<file path="src/rtl/core/value_noise_2d_macros.svh">
// Assertion helpers for the value noise block.
`ifndef VALUE_NOISE_2D_MACROS_SVH
`define VALUE_NOISE_2D_MACROS_SVH

// Same-cycle implication, checked outside reset.
`define VN2D_ASSERT_NOW(label, clk, rst_n, ante, cons, msg) \
    label: assert property (@(posedge clk) disable iff (!rst_n) (ante) |-> (cons)) \
        else $error(msg);

// Next-cycle implication, checked outside reset.
`define VN2D_ASSERT_NEXT(label, clk, rst_n, ante, cons, msg) \
    label: assert property (@(posedge clk) disable iff (!rst_n) (ante) |=> (cons)) \
        else $error(msg);

`endif

</file>
<file path="src/rtl/core/vn2d_pkg.sv">
package vn2d_pkg;

    localparam int FRAC_BITS  = 16;
    localparam int COORD_W    = 32;
    localparam int NOISE_W    = 18;
    localparam int OUT_SHIFT  = 14;

    // Pipeline depth: five stages for hash and easing, four for the blend.
    localparam int FRONT_STAGES = 5;
    localparam int BLEND_STAGES = 4;
    localparam int NUM_STAGES   = FRONT_STAGES + BLEND_STAGES;

    // Integer hash constants.
    localparam logic [31:0] HASH_ROW   = 32'd57;
    localparam int          HASH_SHIFT = 13;
    localparam logic [31:0] HASH_MUL_A = 32'd15731;
    localparam logic [31:0] HASH_ADD_B = 32'd789221;
    localparam logic [31:0] HASH_ADD_C = 32'd1376312589;
    localparam logic [31:0] HASH_MASK  = 32'h7fff_ffff;
    localparam logic [31:0] CORNER_ONE = 32'h4000_0000;

    // One in Q1.FRAC_BITS, and three in Q2.FRAC_BITS.
    localparam logic [FRAC_BITS:0]   SCALE       = {1'b1, {FRAC_BITS{1'b0}}};
    localparam logic [FRAC_BITS+1:0] THREE_SCALE = {2'b11, {FRAC_BITS{1'b0}}};

    typedef logic [NUM_STAGES-1:0]  stage_adv_t;
    typedef logic [31:0]            lattice_t;
    typedef logic signed [31:0]     corner_t;
    typedef logic [FRAC_BITS-1:0]   frac_t;

endpackage

</file>
<file path="src/rtl/core/vn2d_ease.sv">
module vn2d_ease (
    input  logic                 clk,
    input  vn2d_pkg::stage_adv_t adv,
    input  vn2d_pkg::frac_t      frac,
    output vn2d_pkg::frac_t      eased
);
    import vn2d_pkg::*;

    logic [2*FRAC_BITS-1:0] ff_reg;
    frac_t                  f_reg;
    logic [FRAC_BITS+1:0]   slope;
    logic [2*FRAC_BITS+1:0] m_reg;
    frac_t                  u3_reg;
    frac_t                  u4_reg;
    frac_t                  u5_reg;

    // 3 - 2f in Q2.FRAC_BITS, always positive.
    assign slope = THREE_SCALE - {1'b0, f_reg, 1'b0};

    always_ff @(posedge clk)
    begin
        if (adv[0])
        begin
            f_reg  <= frac;
            ff_reg <= frac * frac;
        end
        if (adv[1])
        begin
            m_reg <= ff_reg[2*FRAC_BITS-1:FRAC_BITS] * slope;
        end
        if (adv[2])
        begin
            // The eased value stays below one.
            u3_reg <= m_reg[2*FRAC_BITS-1:FRAC_BITS];
        end
        if (adv[3])
        begin
            u4_reg <= u3_reg;
        end
        if (adv[4])
        begin
            u5_reg <= u4_reg;
        end
    end

    assign eased = u5_reg;

endmodule

</file>
<file path="config.mk">
export PLATFORM = sky130hd
export DESIGN_NAME = vn2d_ease
export DESIGN_NICKNAME = d
export VERILOG_FILES = /design/src/rtl/core/value_noise_2d_macros.svh /design/src/rtl/core/vn2d_pkg.sv /design/src/rtl/core/vn2d_ease.sv
export SDC_FILE = /design/constraint.sdc
export NUM_CORES = 1
export LEC_CHECK = 0
export ABC_AREA = 1
export BUFFER_PORTS_ARGS = -buffer_cell sky130_fd_sc_hd__buf_2
export CAP_MARGIN = 40
export CORE_ASPECT_RATIO = 0.9
export CORE_MARGIN = 2
export CORE_UTILIZATION = 60
export DETAILED_ROUTE_END_ITERATION = 8
export PLACE_DENSITY = 0.76
export SLEW_MARGIN = 30
export SYNTH_ARGS = -nofsm -noshare
export SYNTH_HDL_FRONTEND = slang
export SYNTH_SLANG_ARGS = --single-unit
</file>
<file path="constraint.sdc">
create_clock -name clk -period 8.55 [get_ports clk]
set_input_delay 0.4275 -clock clk [delete_from_list [all_inputs] [get_ports clk]]
set_output_delay 0.4275 -clock clk [all_outputs]
set_load 0.01 [all_outputs]
</file>
; Yosys cells after proc, flatten, opt, wreduce, memory -nomap -nowiden
; Index checks and enable logic that the tools add are counted.
[totals]
word_cells = 9
output_inout_bits = 16
regBits = 128
[classes]
n_addsub = 1
multipliers = 2
[ops]
columns = operator, n
row1 = multiplier 16 x 16 -> 32 bit, 1
row2 = multiplier 16 x 18 -> 32 bit, 1
row3 = "subtractor 18 x 17 -> 18 bit, first input constant", 1

; Longest topological paths before layout
[depth]
ltp_word = 2
ltp_mapped = 34

; Least setup slack after synthesis
; No wires, ideal clock.
[synth_timing]
path_type = register to register
from = reg, netlist name ff_reg[0]
to = reg m_reg[30] (data pin)
setup_time_ps = 252
stages_incl_launch_ff = 31
t_arrival_ps = 5934
slack_ps = 2363
synth_period_minus_slack_ps = 6187
required_time_ps = 8298
cell_sequence = edfxtp_1 > buf_6 > clkinv_2 > ha_1 > nand3_2 > nor2_4 > nand3_2 > nor2_2 > nand2_1 > or2_1 > nand2_4 > nor2_1 > fa_1 > inv_1 > fa_1 > fa_1 > inv_1 > fa_1 > fa_1 > inv_1 > fa_1 > inv_1 > ha_1 > nand2_1 > nand2_1 > a21boi_0 > o21ai_0 > a21oi_1 > nand2_1 > nand2_1 > nand2_1
[synth_rtl]
columns = item, line_no
row1 = "end signal, assigned", vn2d_ease.sv:29  ; m_reg <= ff_reg[2*FRAC_BITS-1:FRAC_BITS] * slope;
row2 = "end, declared", vn2d_ease.sv:12  ; logic [2*FRAC_BITS+1:0] m_reg;

==> summary.md <==
| Metric | Value |
|---|---|
| Port buffer count | `37` |
| Mapped Area | `just under 20000 um2` |
| Max_cap viols | `0` |
| Initial antenna violation count | `1` |
| Main synth FF type | `edfxtp_1` |
| Routability congestion estimate | `0.951` |
| Congestion Overflow GR | `0` |
| CTS clock-pin slew for the worst setup and hold paths | `0.08 ns` |
| Post-CTS sizing | `0` |
| Startpoint Class | `flop` |
| Post-Syn Nets | `between 2000 and 3000` |
| Max reg flops | `17` |
| Yosys top cell area share | `between 30% and 40%` |
| Largest net degree at the start of global routing | `33` |
| Setup Crit Path Kind | `flop to flop` |
| CP most frequent cell | `fa_1` |
| Area leader, netlist | `fa_1` |
| Minimum clock period | `7.03 ns` |
| DRC | `0` |
| Post-route clock period utilization | `around 80%` |
| Max frequency | `between 100 and 150 MHz` |
| Setup Buffers After CTS | `0` |
| EDFF count, synth | `96` |
| Hold WC Path Type | `flop to flop` |
| Wire per inst | `15.9 um` |
| GR Util All Layers | `between 20 and 30%` |
| Setup repair after global routing missed its margin | `no` |
| Fin nets | `a little under 3000` |
| Ports | `42` |
| Multi-input logic area | `between 10000 and 15000 um2` |
| Slowest stage cell, crit path | `fa_1` |
| ANT nets after route | `0` |
| Fillers | `roughly 2800` |
| Yosys cell types | `40` |
| CTS tree | `done` |
| Area of the core | `32800 um2` |
| Die area | `approximately 35000 um2` |
| Share of layout cells above drive strength 1 | `about 3.8%` |
| Largest cells by area after synthesis | `fa_1, edfxtp_1, inv_1` |
| Post-synth top cells | `inv_1, nand2_1, fa_1` |
| Die Width | `between 150 and 200 um` |
| Arrival @ worst endpoint | `around 7.2 ns` |
| First-pass GRT wire length | `~77000 um` |
| DRT Pass-1 Iters | `5` |
| Max_slew headroom | `a little under half` |
| Cells after Synth | `2393` |
| CTS Buf Count | `9` |
| Hold_buf cts | `0` |
| DP Area | `around 20000 um2` |
| Antenna Cells | `0` |
| Setup crit end kind | `flop` |
| Initial Util | `between 60% and 70%` |
| Placement Setup Slack | `about 1.6 ns` |
| Register area share after synthesis | `14.5%` |
| Hold Vio Cnt, Final | `0` |
| H-tree depth | `3` |
| Root Buffer | `clkbuf_16` |
| Worst Path Required | `just under 9 ns` |
| HPWL Detailed | `38100 um` |
| Yosys warning total | `0` |
| Worst Tran Pin Value | `~0.8 ns` |
| Area delta synth->final | `4.17%` |
| Final Util | `a little over three fifths` |
| Async set or reset register ratio after synthesis | `0%` |
| Vias in the first global route | `15908` |
| Worst Clk Skew | `about 0.013 ns` |
| Die H | `177 um` |
| Slowest stage delay, CP | `0.56 ns` |
| DR vias/cell | `about 5.3` |
| WP buf/inv | `5` |
| Slew Limit Fails | `0` |
| CP max FO | `9` |
| Final instance area | `slightly above 20000 um2` |
| Syn Area/Cell | `8.29 um2` |
| Cell row count | `63` |
| Clock sinks | `between 90 and 100` |
| Outcome | `finished, final reports clean` |
| Setup TNS | `0 ns` |
| Clock Latency Late Sink | `about 0.37 ns` |
| WL final | `44700 um` |
| Detailed-route via count | `approximately 15000` |
| Initial DRC count | `1167` |
| Number of synthesized register bits | `96` |
| Count leader, synth | `inv_1` |
| Register area | `between 2000 and 3000 um2` |
| Final setup fails | `0` |
| Final Worst Setup Slack | `approximately 1.5 ns` |
| Max clock buf depth | `2` |
| Critical path's top delay family | `adder cells` |
[layout make-up]
cell class | count | share of cell area (%)
clock buffer | 9 | 1.09
clock inverter | 7 | 0.393
inverter | 685 | 12.5
multi-input combinational | 1559 | 68.6
sequential | 96 | 13.9
tap | 422 | 2.55
timing repair buffer | 39 | 0.969
[layout by cell type, fill, tap and decap left out, types with 2 or more instances in the layout]
master / instances
o21ai_0: 31
clkinv_1: 3
a21boi_0: 5
clkbuf_16: 9
nor2_1: 225
buf_4: 2
edfxtp_1: 96
nand3_2: 4
or2_2: 3
nand2_4: 2
nor4_1: 4
inv_8: 2
a21oi_1: 58
fa_1: 370
xnor2_1: 8
nand2_2: 12
nor2_4: 2
inv_2: 6
o21a_1: 2
a21o_1: 14
inv_1: 673
nand2_1: 505
nand3_1: 53
inv_6: 3
nor3_1: 13
xor2_1: 19
o21ai_1: 3
buf_2: 37
nor2_2: 2
nand4_1: 13
ha_1: 191
clkinv_8: 2
o21bai_1: 14
[logic make-up after synthesis]
| family | Yosys count | share of synthesized area (%) |
|---|---|---|
| xor gates and xnor gates | 27 | 1.19 |
| buffers and inverters | 738 | 14.0 |
| and+or+nand+nor | 842 | 17.1 |
| AOI/OAI and AO/OA | 129 | 3.71 |
| adders and majority gates | 561 | 49.4 |
| DFF | 96 | 14.5 |
[metrics by stage]
| step | std cells | hold slack [ns] |
|---|---|---|
| floorplan | 2393 | 0.400 |
| global placement | 2801 | 0.400 |
| detailed placement | 2801 | 0.405 |
| CTS | 2817 | 0.414 |
| global route | 2817 | 0.423 |
| finish | 2817 | 0.407 |
[worst paths after layout]
path	from	to	slack (ns)	cells after the start
setup / recovery	ff_reg[0]	m_reg[30]	1.52	26
hold / removal	u4_reg[14]	eased[14]	0.41	0
setup reg to reg	ff_reg[0]	m_reg[30]	1.52	26
hold reg to reg	u4_reg[14]	eased[14]	0.41	0
[routing by layer]
layer,GRT usage (%),part of all wire [%],vias up,wire (um)
met5,0,0,-,0
met4,6.38,2.0,0,883
met3,3.92,8.8,72,3950
met2,44.4,44,604,19500
met1,41.9,46,7208,20400
li1,-,-,7003,-
Power is not shown: default switching activity piles up to over one toggle a cycle in this logic, so the estimate is an artifact.
