==> src/rtl/core/value_noise_2d_macros.svh <==
// Assertion helpers for the value noise block.
`ifndef VALUE_NOISE_2D_MACROS_SVH
`define VALUE_NOISE_2D_MACROS_SVH

// Same-cycle implication, checked outside reset.
`define VN2D_ASSERT_NOW(label, clk, rst_n, ante, cons, msg) \
    label: assert property (@(posedge clk) disable iff (!rst_n) (ante) |-> (cons)) \
        else $error(msg);

// Next-cycle implication, checked outside reset.
`define VN2D_ASSERT_NEXT(label, clk, rst_n, ante, cons, msg) \
    label: assert property (@(posedge clk) disable iff (!rst_n) (ante) |=> (cons)) \
        else $error(msg);

`endif

==> src/rtl/core/vn2d_pkg.sv <==
package vn2d_pkg;

    localparam int FRAC_BITS  = 16;
    localparam int COORD_W    = 32;
    localparam int NOISE_W    = 18;
    localparam int OUT_SHIFT  = 14;

    // Pipeline depth: five stages for hash and easing, four for the blend.
    localparam int FRONT_STAGES = 5;
    localparam int BLEND_STAGES = 4;
    localparam int NUM_STAGES   = FRONT_STAGES + BLEND_STAGES;

    // Integer hash constants.
    localparam logic [31:0] HASH_ROW   = 32'd57;
    localparam int          HASH_SHIFT = 13;
    localparam logic [31:0] HASH_MUL_A = 32'd15731;
    localparam logic [31:0] HASH_ADD_B = 32'd789221;
    localparam logic [31:0] HASH_ADD_C = 32'd1376312589;
    localparam logic [31:0] HASH_MASK  = 32'h7fff_ffff;
    localparam logic [31:0] CORNER_ONE = 32'h4000_0000;

    // One in Q1.FRAC_BITS, and three in Q2.FRAC_BITS.
    localparam logic [FRAC_BITS:0]   SCALE       = {1'b1, {FRAC_BITS{1'b0}}};
    localparam logic [FRAC_BITS+1:0] THREE_SCALE = {2'b11, {FRAC_BITS{1'b0}}};

    typedef logic [NUM_STAGES-1:0]  stage_adv_t;
    typedef logic [31:0]            lattice_t;
    typedef logic signed [31:0]     corner_t;
    typedef logic [FRAC_BITS-1:0]   frac_t;

endpackage

==> src/rtl/core/vn2d_hash.sv <==
module vn2d_hash (
    input  logic                 clk,
    input  vn2d_pkg::stage_adv_t adv,
    input  vn2d_pkg::lattice_t   ix,
    input  vn2d_pkg::lattice_t   iy,
    output vn2d_pkg::corner_t    corner
);
    import vn2d_pkg::*;

    logic [31:0] seed;
    logic [31:0] mix_next;
    logic [31:0] val;
    logic [31:0] h1_reg;
    logic [31:0] h2_reg;
    logic [31:0] sq_reg;
    logic [31:0] h3_reg;
    logic [31:0] poly_reg;
    logic [31:0] prod_reg;
    corner_t     corner_reg;

    assign seed     = ix + iy * HASH_ROW;
    assign mix_next = seed ^ (seed << HASH_SHIFT);
    assign val      = (prod_reg + HASH_ADD_C) & HASH_MASK;

    always_ff @(posedge clk)
    begin
        if (adv[0])
        begin
            h1_reg <= mix_next;
        end
        if (adv[1])
        begin
            h2_reg <= h1_reg;
            sq_reg <= h1_reg * h1_reg;
        end
        if (adv[2])
        begin
            h3_reg   <= h2_reg;
            poly_reg <= sq_reg * HASH_MUL_A + HASH_ADD_B;
        end
        if (adv[3])
        begin
            prod_reg <= h3_reg * poly_reg;
        end
        if (adv[4])
        begin
            corner_reg <= $signed(CORNER_ONE - val);
        end
    end

    assign corner = corner_reg;

endmodule

==> config.mk <==
export PLATFORM = sky130hd
export DESIGN_NAME = vn2d_hash
export DESIGN_NICKNAME = d
export VERILOG_FILES = /design/src/rtl/core/value_noise_2d_macros.svh /design/src/rtl/core/vn2d_pkg.sv /design/src/rtl/core/vn2d_hash.sv
export SDC_FILE = /design/constraint.sdc
export NUM_CORES = 2
export LEC_CHECK = 0
export BUFFER_PORTS_ARGS = -buffer_cell sky130_fd_sc_hd__buf_2
export CAP_MARGIN = 20
export CORE_ASPECT_RATIO = 0.5
export CORE_UTILIZATION = 45
export DETAILED_ROUTE_END_ITERATION = 12
export SETUP_SLACK_MARGIN = 0.02
export SKIP_LAST_GASP = 1
export SYNTH_ARGS = -nofsm -noshare
export SYNTH_HDL_FRONTEND = slang
export SYNTH_SLANG_ARGS = --single-unit
==> constraint.sdc <==
create_clock -name clk -period 8.75 [get_ports clk]
set_clock_uncertainty 0.1 [all_clocks]
set_input_delay 1.75 -clock clk [delete_from_list [all_inputs] [get_ports clk]]
set_output_delay 1.75 -clock clk [all_outputs]
set_load 0.01 [all_outputs]
## After elaboration in Yosys (flattened, before gate mapping)

Index checks and enable logic that the tools add are counted.
Widths: inputs -> output; s select.

| cells by class | value |
|---|---|
| bitwise gates (word level) | 1 |
| $mul | 4 |
| add/sub/neg operators | 4 |

Operator list:

| kind | number |
|---|---|
| $add 32x20->32 const B | 1 |
| $add 32x32->32 | 1 |
| $mul 32x14->32 const B | 1 |
| $mul 32x32->31 | 1 |
| $mul 32x32->32 | 1 |
| $mul 32x6->32 const B | 1 |
| $sub 31x31->32 const A | 1 |
| $xor 32x32->32 | 1 |
| $add 31x31->31 const B | 1 |

| storage, ports and cells | value |
|---|---|
| input bits | 74 |
| output and inout bits | 32 |
| register bits | 223 |

## Longest topological paths before layout

| logic depth | value |
|---|---|
| depth in word-level cells | 3 |
| depth in mapped cells | 28 |
| gate-level depth less buffers | 26 |

## Worst setup path before layout

No wires, ideal clock.

| path | value |
|---|---|
| kind | reg-to-reg |
| start | register h1_reg[11] |
| end | register sq_reg[29] (data pin) |
| cell stages (with the launch flop) | 26 |
| library setup time | 265 ps |
| path slack | 1,368 ps |
| data required time | 8,385 ps |
| buffers on the path | 2 |
| arrival | 7,016 ps |
| clock period less this slack | 7,382 ps |
| cells stage by stage | edfxtp_1 > clkbuf_1 > clkbuf_1 > nand2_1 > fa_1 > inv_1 > fa_1 > fa_1 > inv_1 > fa_1 > inv_1 > fa_1 > inv_1 > fa_1 > inv_1 > fa_1 > fa_1 > ha_1 > nand4_1 > or3_1 > o311ai_0 > o211ai_1 > a21oi_1 > nor2_1 > o21ai_0 > xor2_1 |

| between the ends | value |
|---|---|
| cells in the longest elaborated chain, start to end | 1 |

RTL lines:

| element | line | RTL |
|---|---|---|
| from (decl) | vn2d_hash.sv:13 | `logic [31:0] h1_reg;` |
| from (signal assigned) | vn2d_hash.sv:29 | `h1_reg <= mix_next;` |
| $mul 32x32->32 | vn2d_hash.sv:34 | `sq_reg <= h1_reg * h1_reg;` |
| to (signal assigned) | vn2d_hash.sv:34 |  |
| to (decl) | vn2d_hash.sv:15 | `logic [31:0] sq_reg;` |

No other way between the ends.
A chain may end at the register's enable or synchronous reset.

## Worst setup path after layout

| path | value |
|---|---|
| start | register h1_reg[3] |
| end | register sq_reg[29] (data pin) |

Same word-level chain as after synthesis.

==> flow_summary_export.csv <==
group,metric,value,unit
floorplan,initial_utilization,0.4544,
sta,worstMarginPinSlew,1134,ps
final_layout,fillers,9341,
worst_hold_path,hold_path.class,"reg2reg",
outcome,violations,"design-rule violations",
detailed_routing,viasPerCell,5.015,
sta,setup_viol,0,
detailed_routing,finalWirelength,98740,microns
worst_setup_path,endpoint_kind,"register",
worst_hold_path,worstHoldStart,"h2_reg[15]",
worst_setup_path,critPathArrivalTime,8190,ps
detailed_routing,ant_nets,0,
worst_setup_path,rr_endpoint,"sq_reg[29]",
final_layout,largest_reg_flops,32,
floorplan,rows,82,
sta,max-slew-margin-rel,0.2437,
worst_setup_path,path_class,"reg2reg",
synthesis,netlist_instances,4444,
clock_tree,cts_tree,"yes",
run,cap_violations,0,
sta,final.period_utilization,0.9124,
synthesis,synth_area_per_cell,10.24,sq um
floorplan,io_pins,106,
worst_setup_path,cp-start-kind,"register",
floorplan,core,100100,sq um
clock_tree,post_cts_buffers,0,
worst_setup_path,r2r_cells,21,
worst_hold_path,whs_endpoint,"h3_reg[15]",
worst_setup_path,crit_path_max_fanout,17,
synthesis,async_reset_ff_frac,0,
clock_tree,cts_buffers,24,
worst_hold_path,min_path_cells,0,
worst_setup_path,r2r_start,"h1_reg[3]",
sta,drv_slew,0,
clock_tree,clk_latency,570,ps
worst_setup_path,worst_ep_required_time,8960,ps
synthesis,synth_warnings,0,
clock_tree,clock-sinks,215,
final_layout,fin_nets,5948,
detailed_routing,drtIter0Drc,1555,
grt,grt_pass1_wl,168800,microns
placement,place.port_buffers,99,
synthesis,synth.most_common_cell,"inv_1",
detailed_routing,drc,2,
final_layout,layout-drive-gt1-share,0.04836,
grt,grt_pass1_vias,32990,
grt,grt.overflow.total,0,
sta,setup_tns,0,ps
detailed_routing,dr.pass1.iters,9,
synthesis,synth_edf_count,215,
floorplan,die_width,451.7,microns
detailed_routing,wl_per_cell,16.87,microns
final_layout,syn2layout_area_growth,6.162,%
sta,rsz0062_at_grt,"false",
clock_tree,cts-hold-fix-buffers,0,
clock_tree,cts_resized,0,
synthesis,ys_types,85,
sta,period_needed,7984,ps
floorplan,chipHeight,226.9,microns
synthesis,yosysTopAreaCellShare,0.4083,
synthesis,yosys.area.top_type,"fa_1",
clock_tree,path_clk_slew,60,ps
grt,antenna_found_initial,5,
sta,fmax,0.1253,GHz
placement,placed_area,47530,sq um
synthesis,yosys-top-cells-count,"1083 x inv_1, 928 x fa_1, 456 x ha_1",
grt,grt_max_degree,62,
clock_tree,cts_root_buf,"clkbuf_16",
clock_tree,clockBufferDepth,3,
synthesis,synth_top_flop_cell,"edfxtp_1",
placement,place_hpwl,84940,microns
synthesis,syn_area,45500,sq um
worst_setup_path,reg2reg_slack,770,ps
sta,hold_viol_final,0,
outcome,status,"finished, violations left",
clock_tree,htreeDepth,1,
grt,track_usage,0.2062,
synthesis,synth.area.top_cells,"fa_1 41%, edfxtp_1 14%, ha_1 13%",
floorplan,dieArea,102500,sq um
final_layout,final_cell_area,48310,sq um
synthesis,ys_seq_area_frac,0.1419,
synthesis,synth_seq_cells,215,
placement,routabilityCongestion,0.8941,
detailed_routing,num_vias,29355,
==> routing by layer <==
metal | part of all wire | global-route usage
met5 | 0 | 0
met4 | 0.017 | 0.03718
met3 | 0.049 | 0.02314
met2 | 0.48 | 0.3607
met1 | 0.45 | 0.2792
==> worst max path at each step <==
stage / start / end / cells past startpoint
finish: h1_reg[3] / sq_reg[29] / 21
global route: h1_reg[3] / sq_reg[29] / 21
CTS: h1_reg[3] / sq_reg[29] / 21
detailed placement: h1_reg[3] / sq_reg[29] / 21
global placement: h1_reg[3] / sq_reg[29] / 21
floorplan: h1_reg[11] / sq_reg[29] / 25
==> stage by stage <==
| step | worst slack, ps | hold WS (ps) | utilization | instances |
|---|---|---|---|---|
| 2_1_floorplan | 1368 | 300.3 | - | 4446 |
| 3_3_place_gp | 778.7 | 305.7 | 0.4746 | 5808 |
| 4_1_cts | 707.7 | 319.6 | 0.4823 | 5852 |
| 3_5_place_dp | 723.5 | 304.5 | 0.4746 | 5808 |
| 6_report | 766.2 | 317.4 | 0.4824 | 5854 |
| 5_1_grt | 334.9 | 323.2 | 0.4823 | 5852 |
==> worst max-delay path: stages, from the launching register on <==
cell	delay [ps]
edfxtp_1	780
buf_4	400
and2_1	230
fa_1	450
fa_1	520
inv_1	50
fa_1	480
fa_1	550
inv_1	50
fa_1	480
fa_1	560
fa_1	430
fa_1	450
ha_1	360
nand4_1	120
or3_1	370
o311ai_0	480
o211ai_1	220
a21oi_1	270
nor2_1	80
o21ai_0	210
xor2_1	100
==> layout make-up <==
cell class | instances | area (sq um) | area share
well taps | 1344 | 1682 | 0.03481
diodes | 2 | 5.005 | 0.0001036
clock buffers | 32 | 630.6 | 0.01305
clock inverters | 12 | 142.6 | 0.002953
inverters | 1083 | 4065 | 0.08416
repair buffers | 143 | 825.8 | 0.01710
multi-input cells | 3023 | 34500 | 0.7142
flip-flops and latches | 215 | 6456 | 0.1337
==> cell usage in the layout (no fill, tap or decap), types with 8 or more instances in the layout <==
master	instances
o31ai_1	8
or2_2	11
clkbuf_16	24
edfxtp_1	215
buf_4	44
o21bai_1	23
a31oi_1	12
nand2b_1	11
nor3_1	37
a211oi_1	20
nor2_1	80
or3_1	8
xor2_1	68
clkbuf_1	8
nand3_1	35
ha_1	456
xnor2_1	213
a21oi_1	89
nor4_1	10
nor2b_1	17
nand4_1	8
o211ai_1	11
o21a_1	14
a21o_1	43
nand2_1	304
o21ai_0	54
inv_1	1083
buf_2	99
and3_1	17
and2_1	442
fa_1	928
==> kinds of logic (layout without fill, tap and decap cells) <==
kind of cell    after synthesis  after routing  share of synthesized area
buf+inv                    1208           1270                     0.1001
fa+ha+maj                  1384           1384                     0.5337
xor+xnor                    282            282                    0.05458
flops                       215            215                     0.1419
simple gates               1014           1014                     0.1186
compound gates              335            335                    0.05010
other cells                   2              6                  0.0001651
mux                           4              4                  0.0008800
Power is not shown: default switching activity piles up to over one toggle a cycle in this logic, so the estimate is an artifact.
